`src/cbri_pkg.sv`:
```
// Shared types and constants for the counting binary search tree block.
// Used by the controller, the datapath, the top level and the checker.
// Depends on nothing.
package cbri_pkg;

   localparam int NodeSlotsDefault = 1024;
   localparam logic [30:0] TotalLimit = 31'h7fffffff;

   typedef enum logic [1:0] {
      STATUS_OK          = 2'd0,
      STATUS_BAD_COUNT   = 2'd1,
      STATUS_TOTAL_LIMIT = 2'd2,
      STATUS_STORE_FULL  = 2'd3
   } status_type;

   typedef struct packed {
      logic signed [63:0] value;
      logic [31:0]        count;
      logic               restart;
   } req_type;

   typedef struct packed {
      status_type  status;
      logic [30:0] less_total;
      logic [30:0] equal_total;
      logic [30:0] greater_total;
   } rsp_type;

   typedef enum logic [2:0] {
      ST_IDLE,
      ST_CHECK,
      ST_PROBE,
      ST_WALK,
      ST_FILL,
      ST_DONE
   } state_type;

   typedef struct packed {
      logic       accept;
      logic       clear;
      logic       read_root;
      logic       probe;
      logic       walk;
      logic       fill;
      logic       finish;
      status_type code;
   } cmd_type;

   typedef struct packed {
      logic bad_count;
      logic empty;
      logic over_total;
      logic full;
      logic hit;
      logic leaf;
      logic out_free;
   } flags_type;

endpackage

```
`src/cbri_ctrl.sv`:
```
// Controller state machine of the counting binary search tree.
// Uses cbri_pkg; issues commands to cbri_dp and reads its flags.
module cbri_ctrl (
   input  logic                clock,
   input  logic                reset,
   input  logic                req_valid,
   output logic                req_stall,
   input  cbri_pkg::flags_type flags,
   output cbri_pkg::cmd_type   cmd
);

   cbri_pkg::state_type  state_ff, state_in;
   cbri_pkg::status_type code_ff, code_in;

   always_ff @(posedge clock) begin
      if (reset) begin
         state_ff <= cbri_pkg::ST_IDLE;
         code_ff  <= cbri_pkg::STATUS_OK;
      end else begin
         state_ff <= state_in;
         code_ff  <= code_in;
      end
   end

   always_comb begin
      state_in  = state_ff;
      code_in   = code_ff;
      cmd       = '0;
      cmd.code  = code_ff;
      req_stall = 1'b1;
      case (state_ff)
         cbri_pkg::ST_IDLE: begin
            req_stall = 1'b0;
            if (req_valid) begin
               cmd.accept = 1'b1;
               state_in   = cbri_pkg::ST_CHECK;
            end
         end
         cbri_pkg::ST_CHECK: begin
            if (flags.bad_count) begin
               code_in  = cbri_pkg::STATUS_BAD_COUNT;
               state_in = cbri_pkg::ST_DONE;
            end else if (flags.empty) begin
               cmd.clear = 1'b1;
               code_in   = cbri_pkg::STATUS_OK;
               state_in  = cbri_pkg::ST_FILL;
            end else if (flags.over_total) begin
               code_in  = cbri_pkg::STATUS_TOTAL_LIMIT;
               state_in = cbri_pkg::ST_DONE;
            end else begin
               cmd.read_root = 1'b1;
               code_in       = cbri_pkg::STATUS_OK;
               state_in      = flags.full ? cbri_pkg::ST_PROBE : cbri_pkg::ST_WALK;
            end
         end
         cbri_pkg::ST_PROBE: begin
            if (flags.hit) begin
               cmd.read_root = 1'b1;
               state_in      = cbri_pkg::ST_WALK;
            end else if (flags.leaf) begin
               code_in  = cbri_pkg::STATUS_STORE_FULL;
               state_in = cbri_pkg::ST_DONE;
            end else begin
               cmd.probe = 1'b1;
            end
         end
         cbri_pkg::ST_WALK: begin
            cmd.walk = 1'b1;
            if (flags.hit) begin
               state_in = cbri_pkg::ST_DONE;
            end else if (flags.leaf) begin
               state_in = cbri_pkg::ST_FILL;
            end
         end
         cbri_pkg::ST_FILL: begin
            cmd.fill = 1'b1;
            state_in = cbri_pkg::ST_DONE;
         end
         cbri_pkg::ST_DONE: begin
            if (flags.out_free) begin
               cmd.finish = 1'b1;
               state_in   = cbri_pkg::ST_IDLE;
            end
         end
         default: begin
            state_in = cbri_pkg::ST_IDLE;
         end
      endcase
   end

endmodule

```
`config.mk`:
```
export PLATFORM = sky130hd
export DESIGN_NAME = cbri_ctrl
export DESIGN_NICKNAME = d
export VERILOG_FILES = /design/src/cbri_pkg.sv /design/src/cbri_ctrl.sv
export SDC_FILE = /design/constraint.sdc
export NUM_CORES = 1
export LEC_CHECK = 0
export BUFFER_PORTS_ARGS = -buffer_cell sky130_fd_sc_hd__buf_4
export CORE_AREA = 2 2 39 41
export DETAILED_ROUTE_END_ITERATION = 12
export DIE_AREA = 0 0 41 43
export GPL_ROUTABILITY_DRIVEN = 0
export SLEW_MARGIN = 20
export SYNTH_ARGS = -nofsm -noshare
export SYNTH_HDL_FRONTEND = slang
export SYNTH_SLANG_ARGS = --single-unit
```
`constraint.sdc`:
```
create_clock -name clock -period 3.6 [get_ports clock]
set_input_delay 0.72 -clock clock [delete_from_list [all_inputs] [get_ports clock]]
set_output_delay 0.72 -clock clock [all_outputs]
set_load 0.01 [all_outputs]
```
* Word level (Yosys, flattened, before mapping)
Cells that the tools add are included.
** Storage, ports and cells
- Flip-flop bits (word level) :: 5
- Input port bits :: 10
- Output and inout bits :: 10
- Logic and storage cells :: 51
** Operators by class
- Eq/ne operators :: 11
- Mux-type cells :: 34
- Reductions and logical operators :: 4
** Operator list (count)
- $mux W3 :: 9
- $pmux W3 S6 :: 1
- $mux W1 :: 16
- $mux W2 :: 6
- $ne A2 B2 Y1 const B :: 4
- $eq A3 B2 Y1 const B :: 2
- $eq A3 B3 Y1 const B :: 2
- $ne A3 B3 Y1 const B :: 2
- $pmux W2 S2 :: 1
- $reduce_and A4 Y1 :: 1
- $eq A3 B1 Y1 const B :: 1
- $logic_not A3 Y1 :: 1
- $reduce_and A3 Y1 :: 1
- $pmux W1 S2 :: 1
- $reduce_bool A2 Y1 :: 1

* Logic depth before layout (Yosys ltp)
Gate-level depths: netlist of run 1.
- Word-level depth :: 5
- Gate-level depth with buffers :: 4

* Worst setup path before layout of run 1
OpenSTA, ideal clock, no wires.
- Path kind :: input -> output
- From :: input port flags[6] in the netlist's numbering
- To :: output port cmd[6] in the netlist's numbering
- Arrival :: 1437 ps
- Setup slack :: 1443 ps
- Cell stages on the path :: 3
- Cell sequence :: or3_1 or2_1 o31ai_1
** RTL lines
- start: declaration :: RTL line cbri_ctrl.sv:8 : input cbri_pkg::flags_type flags,
- end: declaration :: RTL line cbri_ctrl.sv:9 : output cbri_pkg::cmd_type cmd

==> results of run 1 <==
-- metal layers --
| layer | global-route usage [%] | vias up | wire, um |
|---|---|---|---|
| met5 | 0 | - | 0 |
| met4 | 2.00 | 0 | 0 |
| met3 | 7.85 | 0 | 69 |
| met2 | 21.9 | 16 | 487 |
| met1 | 18.3 | 207 | 475 |
| li1 | - | 239 | - |
-- kinds of logic after synthesis --
family / after synthesis / synth area share (%)
compound gates: 15 / 26.6
buf+inv: 9 / 11.5
simple gates: 26 / 39.0
flops: 5 / 22.9
-- cell type report --
type	count	area, sq um	area share [%]
Multi-Input combinational cell	41	287	47.9
Tap cell	16	20.0	3.35
Clock buffer	4	26.3	4.39
Timing Repair Buffer	19	143	23.8
Inverter	6	22.5	3.77
Sequential cell	5	100	16.7
-- cell usage in the layout, fill, tap and decap left out, drive strengths merged, types with 4 or more instances in the layout --
cell,count
inv,6
dfxtp,5
nor2,5
buf,19
nor2b,4
clkbuf,4
-- worst min-delay path: cells and delay by family, from the launching register on --
family / cells / cell delay (ns)
buf+inv: 1 / 0.05
flops: 1 / 0.30
compound gates: 1 / 0.05
-- flip-flops by register name, summed over array words and instances, names as in the netlist --
signal	count
code_ff	2
state_ff	3
-- worst max path at each step --
stage,from,to,slack [ns],cells past startpoint
after floorplan,flags[6],cmd[6],1.44,3
after global placement,flags[6],cmd[6],1.18,5
after detailed placement,flags[6],cmd[6],1.18,5
after CTS,state_ff[0],cmd[6],1.11,4
after global routing,state_ff[0],cmd[6],1.0,4
final,state_ff[0],cmd[6],1.13,4
-- stage by stage --
stage / util, % / setup WS (ns) / cells / hold WS (ns)
2_1_floorplan: - / 1.44 / 55 / 0.469
3_5_place_dp: 41.3 / 1.18 / 87 / 0.441
5_1_grt: 43.2 / 0.996 / 91 / 0.485
3_3_place_gp: 41.3 / 1.18 / 87 / 0.446
4_1_cts: 43.2 / 1.11 / 91 / 0.452
6_report: 43.2 / 1.13 / 91 / 0.448
-- power by group through the flow --
stage | Combinational (mW) | Sequential, mW | Clock (mW)
finish | 0.0709 | 0.0754 | 0.0672
global route | 0.0786 | 0.0777 | 0.0763
CTS | 0.0720 | 0.0756 | 0.0698
detailed placement | 0.0714 | 0.0766 | 0
global placement | 0.0714 | 0.0768 | 0
floorplan | 0.0489 | 0.0699 | 0
==> results.json, run 1 <==
{
  "post-route-period-util_pct": 68.6,
  "fin_area_sq_um": 598,
  "insertion_delay_ns": 0.25,
  "wl_per_cell_um": 11.3,
  "end_kind": "primary output",
  "yosys.area.top_type": "dfxtp_1",
  "place_hpwl_um": 756,
  "drv_slew": 0,
  "synth-main-ff-cell": "dfxtp_1",
  "max_slew_margin_pct": 69.2,
  "diodes": 0,
  "seqPwrFrac_pct": 35.3,
  "cts_tree": "done",
  "slowest_delay_ns": 0.60,
  "nNetsFinal": 86,
  "die_height_um": 43,
  "grt_pass1_vias": 441,
  "die_area_sq_um": 1760,
  "synth_top_area_share_pct": 22.9,
  "p_int_mw": 0.145,
  "avgSynthCellArea_sq_um": 7.94,
  "combPwrFrac_pct": 33.2,
  "ant_nets": 0,
  "cts_max_path_buffers": 2,
  "h-tree-depth": 1,
  "drive_above_1_share_pct": 32.0,
  "die_w_um": 41,
  "power.density_nw_per_um2": 357,
  "io-pin-count": 20,
  "n_fill_cell": 149,
  "maxCapViolCount": 0,
  "netlist_area_sq_um": 437,
  "crit_chain": "or3b_1 -> or2_1 -> o31ai_1 -> buf_4",
  "p_sw_mw": 0.0681,
  "cts-resized-gates": 0,
  "synthTopCellsByArea": "dfxtp_1 23%, nor2b_1 5.7%, buf_6 5.2%",
  "worst_pin_slew_ns": 0.462,
  "grt_max_degree": 18,
  "cp.arrival_ns": 1.75,
  "async_reset_ff_share_pct": 0,
  "cts_setup_buffers": 0,
  "yosysSeqAreaShare_pct": 22.9,
  "ys_ff_latch": 5,
  "hold_depth": 2,
  "synth-edff-count": 0,
  "power.total_mw": 0.214,
  "clkPwrFrac_pct": 31.5,
  "rr_worst_depth": 3,
  "grtUsageTotal_pct": 14.6,
  "ys_warn_count": 0,
  "overflow": 0,
  "r2r-end": "state_ff[1]",
  "max_freq_mhz": 405,
  "path_delay_family": "simple AND/OR/NAND/NOR gates",
  "tns_ns": 0,
  "portBuffers": 19,
  "synth_cells": 55,
  "dr.first_iter.drc_count": 6,
  "startpoint_type": "flip-flop",
  "critPathKind": "reg2out",
  "cts_sinks": 5,
  "yosys-top-cells-count": "6 x inv_1, 5 x dfxtp_1, 5 x nor2_1",
  "initial_utilization_pct": 31.6,
  "r2r_start": "state_ff[0]",
  "coreArea_sq_um": 1380,
  "finalCriticalPeriod_ns": 2.47,
  "synth_cell_types": 30,
  "skew_ns": 0.00153,
  "drc_errors": 0,
  "finalHoldViolCount": 0,
  "crit_path_top_delay_cell": "dfxtp_1",
  "cts_buffers": 3,
  "hold_end": "code_ff[0]",
  "hp-class": "reg2reg",
  "cts_hold_buffers": 0,
  "num_rows": 14,
  "routed_via_density": 5.08,
  "drt-total-wl_um": 1030,
  "syn-num-nets": 65,
  "path_max_fanout": 17,
  "peakVddDrop_mv": 0.226,
  "drt-pass1-iter-count": 4,
  "p_leak_nw": 0.282,
  "finalSetupViolations": 0,
  "worstPathRequired_ns": 2.88,
  "grt_pass1_wl_um": 1750,
  "rrSetupSlack_ns": 2.12,
  "rsz0062_at_grt": "false",
  "antenna_found_initial": 0,
  "cp_num_buf_inv": 1,
  "vias": 462,
  "cts_root_buf": "clkbuf_4",
  "swShare_pct": 31.9,
  "status": "finished, final reports clean",
  "path_clk_slew_ns": 0.05,
  "dpl_cell_area_sq_um": 572,
  "synth.most_common_cell": "inv_1",
  "hp-start": "code_ff[0]",
  "area_growth_pct": 37.0
}
Note: power is estimated with default switching activity, not from simulation.
==> run 2, diff against run 1 <==
==> constraint.sdc (replaced) <==
create_clock -name clock -period 2.2 [get_ports clock]
set_input_delay 0.44 -clock clock [delete_from_list [all_inputs] [get_ports clock]]
set_output_delay 0.44 -clock clock [all_outputs]
set_load 0.01 [all_outputs]
==> results.json, run 2 (synthesized netlist as in run 1, its figures left out) <==
{
  "place_hpwl_um": 801,
  "post-route-period-util_pct": 92.5,
  "drt-total-wl_um": 1040,
  "end_kind": "primary output",
  "overflow": 0,
  "cts_buffers": 3,
  "final_common_cell": "buf_4",
  "n_fill_cell": 137,
  "drv_slew": 0,
  "drt-pass1-iter-count": 4,
  "io-pin-count": 20,
  "wl_per_cell_um": 11.2,
  "cts_tree": "done",
  "die_height_um": 43,
  "swShare_pct": 30.2,
  "cts_root_buf": "clkbuf_4",
  "grt_max_degree": 17,
  "power.total_mw": 0.350,
  "largest-register": "state_ff",
  "rrSetupSlack_ns": 0.77,
  "initial_utilization_pct": 31.6,
  "drive_above_1_share_pct": 33.8,
  "path_max_fanout": 12,
  "worstPathRequired_ns": 1.76,
  "cts_hold_buffers": 0,
  "slowest_delay_ns": 0.47,
  "power.density_nw_per_um2": 570,
  "p_leak_nw": 0.292,
  "cts_sinks": 5,
  "rsz0062_at_grt": "false",
  "cts_max_path_buffers": 2,
  "ant_nets": 0,
  "peakVddDrop_mv": 0.317,
  "worst_pin_slew_ns": 0.349,
  "critPathKind": "reg2out",
  "num_rows": 14,
  "area_growth_pct": 40.4,
  "path_clk_slew_ns": 0.04,
  "skew_ns": 0.00175,
  "grt_pass1_wl_um": 1700,
  "die_area_sq_um": 1760,
  "mostFrequentLayoutCells": "21 x buf_4, 6 x inv_1, 5 x nor2_1, 5 x dfxtp_1, 4 x nor2b_1",
  "cp_num_buf_inv": 1,
  "dr.first_iter.drc_count": 11,
  "cts_setup_buffers": 0,
  "hp-class": "in2reg",
  "finalHoldViolCount": 0,
  "maxCapViolCount": 0,
  "routed_via_density": 5.04,
  "portBuffers": 19,
  "cts-resized-gates": 0,
  "p_int_mw": 0.244,
  "max_freq_mhz": 492,
  "grtUsageTotal_pct": 14.0,
  "h-tree-depth": 1,
  "crit_path_top_delay_cell": "or3b_1",
  "status": "finished, final reports clean",
  "cp.arrival_ns": 1.59,
  "combPwrFrac_pct": 40.2,
  "max_slew_margin_pct": 76.5,
  "startpoint_type": "flip-flop",
  "insertion_delay_ns": 0.23,
  "clkPwrFrac_pct": 28.7,
  "vias": 469,
  "antenna_found_initial": 0,
  "drc_errors": 0,
  "tns_ns": 0,
  "p_sw_mw": 0.106,
  "largest_reg_flops": 3,
  "diodes": 0,
  "die_w_um": 41,
  "top_regs": "state_ff x3, code_ff x2",
  "grt_pass1_vias": 414,
  "seqPwrFrac_pct": 31.1,
  "finalSetupViolations": 0,
  "nNetsFinal": 88,
  "finalCriticalPeriod_ns": 2.03,
  "crit_chain": "or3b_1 -> or2_1 -> o31ai_1 -> buf_4",
  "coreArea_sq_um": 1380,
  "path_delay_family": "simple AND/OR/NAND/NOR gates"
}
## run 2: area by class of cell
class,instances,area (sq um),share of cell area [%]
clock buffers,4,26.3,4.29
inverters,6,22.5,3.67
multi-input cells,41,287,46.7
flip-flops and latches,5,100,16.3
well taps,16,20.0,3.27
repair buffers,21,158,25.7
## run 2: worst register-to-register path, delay by kind of cell, from the launching register on
family,cells,cell delay [ns]
AOI/OAI and AO/OA,2,0.59
DFF,1,0.52
and+or+nand+nor,1,0.26
## run 2: power by group through the flow
| stage | sequential (mW) | clock, mW | combinational (mW) |
|---|---|---|---|
| after global routing | 0.110 | 0.113 | 0.156 |
| after floorplan | 0.114 | 0 | 0.0800 |
| after CTS | 0.109 | 0.104 | 0.142 |
| final | 0.109 | 0.100 | 0.140 |
| after detailed placement | 0.110 | 0 | 0.141 |
| after global placement | 0.110 | 0 | 0.141 |
## run 2: final timing paths
kind	start	to	cells past startpoint
max	state_ff[1]	cmd[6]	4
min	reset	code_ff[0]	2
max reg2reg	state_ff[1]	state_ff[0]	3
min reg2reg	code_ff[0]	code_ff[0]	2
## run 2: per-layer routing
layer,GRT usage [%],part of all wire (%),wire length (um),vias up
met5,0,0,0,-
met4,4.00,0,0,0
met3,4.71,5.4,56,0
met2,19.7,47,487,15
met1,19.7,48,496,210
li1,-,-,-,244
## run 2: through the flow
stage	worst slack (ns)	util [%]	hold WS, ns	cells	area [sq um]
after CTS	0.153	44.3	0.429	93	613
after floorplan	0.603	-	0.469	55	437
after global placement	0.342	42.4	0.447	89	587
after detailed placement	0.336	42.4	0.441	89	587
final	0.166	44.3	0.431	93	613
after global routing	0.100	44.3	0.433	93	613
==> run 3, diff against run 2 <==
--- a/config.mk
+++ b/config.mk
@@ -5,6 +5,7 @@
 export SDC_FILE = /design/constraint.sdc
 export NUM_CORES = 1
 export LEC_CHECK = 0
+export ABC_AREA = 1
 export BUFFER_PORTS_ARGS = -buffer_cell sky130_fd_sc_hd__buf_4
 export CORE_AREA = 2 2 39 41
 export DETAILED_ROUTE_END_ITERATION = 12
==> results.json, run 3 <==
{
  "yosys-top-cells-count": "27 x nand2_1, 13 x inv_1, 9 x nor2_1",
  "critPathKind": "reg2out",
  "worstPathRequired_ns": 1.76,
  "die_height_um": 43,
  "drive_above_1_share_pct": 31.4,
  "ant_nets": 0,
  "routed_via_density": 4.43,
  "ys_ff_latch": 5,
  "postLayoutCoreUtil_pct": 44.2,
  "insertion_delay_ns": 0.24,
  "cts_max_path_buffers": 2,
  "hold_slack_ns": 0.390,
  "max_slew_margin_pct": 82.2,
  "cts_hold_buffers": 0,
  "async_reset_ff_share_pct": 0,
  "crit_start": "state_ff[0]",
  "drv_slew": 0,
  "drt-pass1-iter-count": 4,
  "cts_root_buf": "clkbuf_4",
  "overflow": 0,
  "synthTopCellsByArea": "nand2_1 24%, dfxtp_1 23%, inv_1 11%",
  "synth_top_area_share_pct": 23.5,
  "finalHoldViolCount": 0,
  "grt_pass1_wl_um": 1790,
  "rsz0062_at_grt": "false",
  "synth_cells": 80,
  "cts_buffers": 3,
  "h-tree-depth": 1,
  "num_rows": 14,
  "path_delay_family": "simple AND/OR/NAND/NOR gates",
  "hp-class": "in2reg",
  "max_freq_mhz": 569,
  "grt_pass1_vias": 453,
  "dp.cells": 114,
  "finalSetupViolations": 0,
  "drt-total-wl_um": 968,
  "post-route-period-util_pct": 79.9,
  "synth-edff-count": 0,
  "vias": 523,
  "path_clk_slew_ns": 0.04,
  "die_w_um": 41,
  "slowest_delay_ns": 0.46,
  "diodes": 0,
  "die_area_sq_um": 1760,
  "mostFrequentLayoutCells": "27 x nand2_1, 19 x buf_4, 13 x inv_1, 9 x nor2_1, 7 x nand3_1",
  "grt_max_degree": 9,
  "largest_reg_flops": 3,
  "yosysSeqAreaShare_pct": 23.3,
  "portBuffers": 19,
  "area_growth_pct": 42.2,
  "synth.most_common_cell": "nand2_1",
  "power.total_mw": 0.378,
  "startpoint_type": "flip-flop",
  "p_leak_nw": 0.364,
  "finalCriticalPeriod_ns": 1.76,
  "skew_ns": 0.00225,
  "crit_path_top_delay_cell": "dfxtp_1",
  "syn-num-nets": 90,
  "rrSetupSlack_ns": 1.04,
  "nNetsFinal": 113,
  "netlist_area_sq_um": 430,
  "ys_warn_count": 0,
  "antenna_found_initial": 0,
  "fin_cells": 118,
  "worst_pin_slew_ns": 0.267,
  "maxCapViolCount": 0,
  "path_max_fanout": 8,
  "peakVddDrop_mv": 0.416,
  "end_kind": "primary output",
  "cts_sinks": 5,
  "coreArea_sq_um": 1380,
  "synth-main-ff-cell": "dfxtp_1",
  "crit_chain": "nand2_2 -> nor2_2 -> nand2_1 -> nor2_1 -> buf_4",
  "grtUsageTotal_pct": 14.1,
  "dr.first_iter.drc_count": 12,
  "drc_errors": 0,
  "synth_cell_types": 14,
  "n_fill_cell": 157,
  "tns_ns": 0,
  "cts-resized-gates": 0,
  "final_common_cell": "nand2_1",
  "top_regs": "state_ff x3, code_ff x2",
  "cts_setup_buffers": 0,
  "initial_utilization_pct": 31.1,
  "status": "finished, final reports clean",
  "io-pin-count": 20,
  "place_hpwl_um": 841,
  "largest-register": "state_ff",
  "hp-start": "reset",
  "avgSynthCellArea_sq_um": 5.38,
  "cp.arrival_ns": 1.32,
  "power.density_nw_per_um2": 617,
  "wl_per_cell_um": 8.20,
  "r2r_start": "state_ff[0]",
  "cp_num_buf_inv": 1,
  "cts_tree": "done",
  "yosys.area.top_type": "nand2_1"
}
## run 3: cell types whose count changed in the layout (fill, tap and decap cells not counted), moves of 3 or more
cell,delta
nand2_1,+27
inv_2,+3
nor2b_1,-4
nand3_1,+7
inv_1,+7
nor2_1,+4
nor2_2,+3
## run 3: final timing paths
| path | end | cells past startpoint |
|---|---|---|
| worst min register to register | code_ff[0] | 2 |
| worst max-delay path | cmd[7] | 5 |
| worst max register to register | code_ff[1] | 7 |
| worst min-delay path | code_ff[1] | 2 |
## run 3: routing by layer
layer / global-route usage [%] / share of wire [%] / vias to the layer above
met3: 3.14 / 7.5 / 0
met2: 21.9 / 47 / 17
met5: 0 / 0 / -
met1: 18.7 / 46 / 219
li1: - / - / 287
met4: 4.00 / 0 / 0
## run 3: power by group
part           total, mW  leakage, nW  switching (mW)  internal (mW)
Combinational      0.153        0.308          0.0838         0.0697
Clock              0.103       0.0150          0.0349         0.0684
Sequential         0.121       0.0410          0.0177          0.103
## run 3: area by class of cell
cell class	count	area, sq um	area share (%)
Sequential cell	5	100	16.4
Timing Repair Buffer	19	143	23.3
Clock buffer	4	26.3	4.29
Multi-Input combinational cell	58	263	42.9
Inverter	16	60.1	9.82
Tap cell	16	20.0	3.27
## run 3: cell families after synthesis
group                  after synthesis  synth area share, %
DFF                                  5                 23.3
AOI/OAI and AO/OA                    5                 6.69
buffers and inverters               17                 15.7
and+or+nand+nor                     53                 54.4
## run 3: worst register-to-register path: cells and delay by family (launching register included)
kind | cells | cell delay (ns)
AO/OA/AOI/OAI | 1 | 0.05
buffers and inverters | 1 | 0.04
flip-flops | 1 | 0.46
AND/OR/NAND/NOR | 5 | 0.51
## run 3: per-stage QoR
| stage | instance area [sq um] | setup slack [ns] |
|---|---|---|
| after detailed placement | 586 | 0.691 |
| after global routing | 612 | 0.272 |
| after CTS | 612 | 0.425 |
| after floorplan | 430 | 0.815 |
| after global placement | 586 | 0.694 |
| final | 612 | 0.443 |
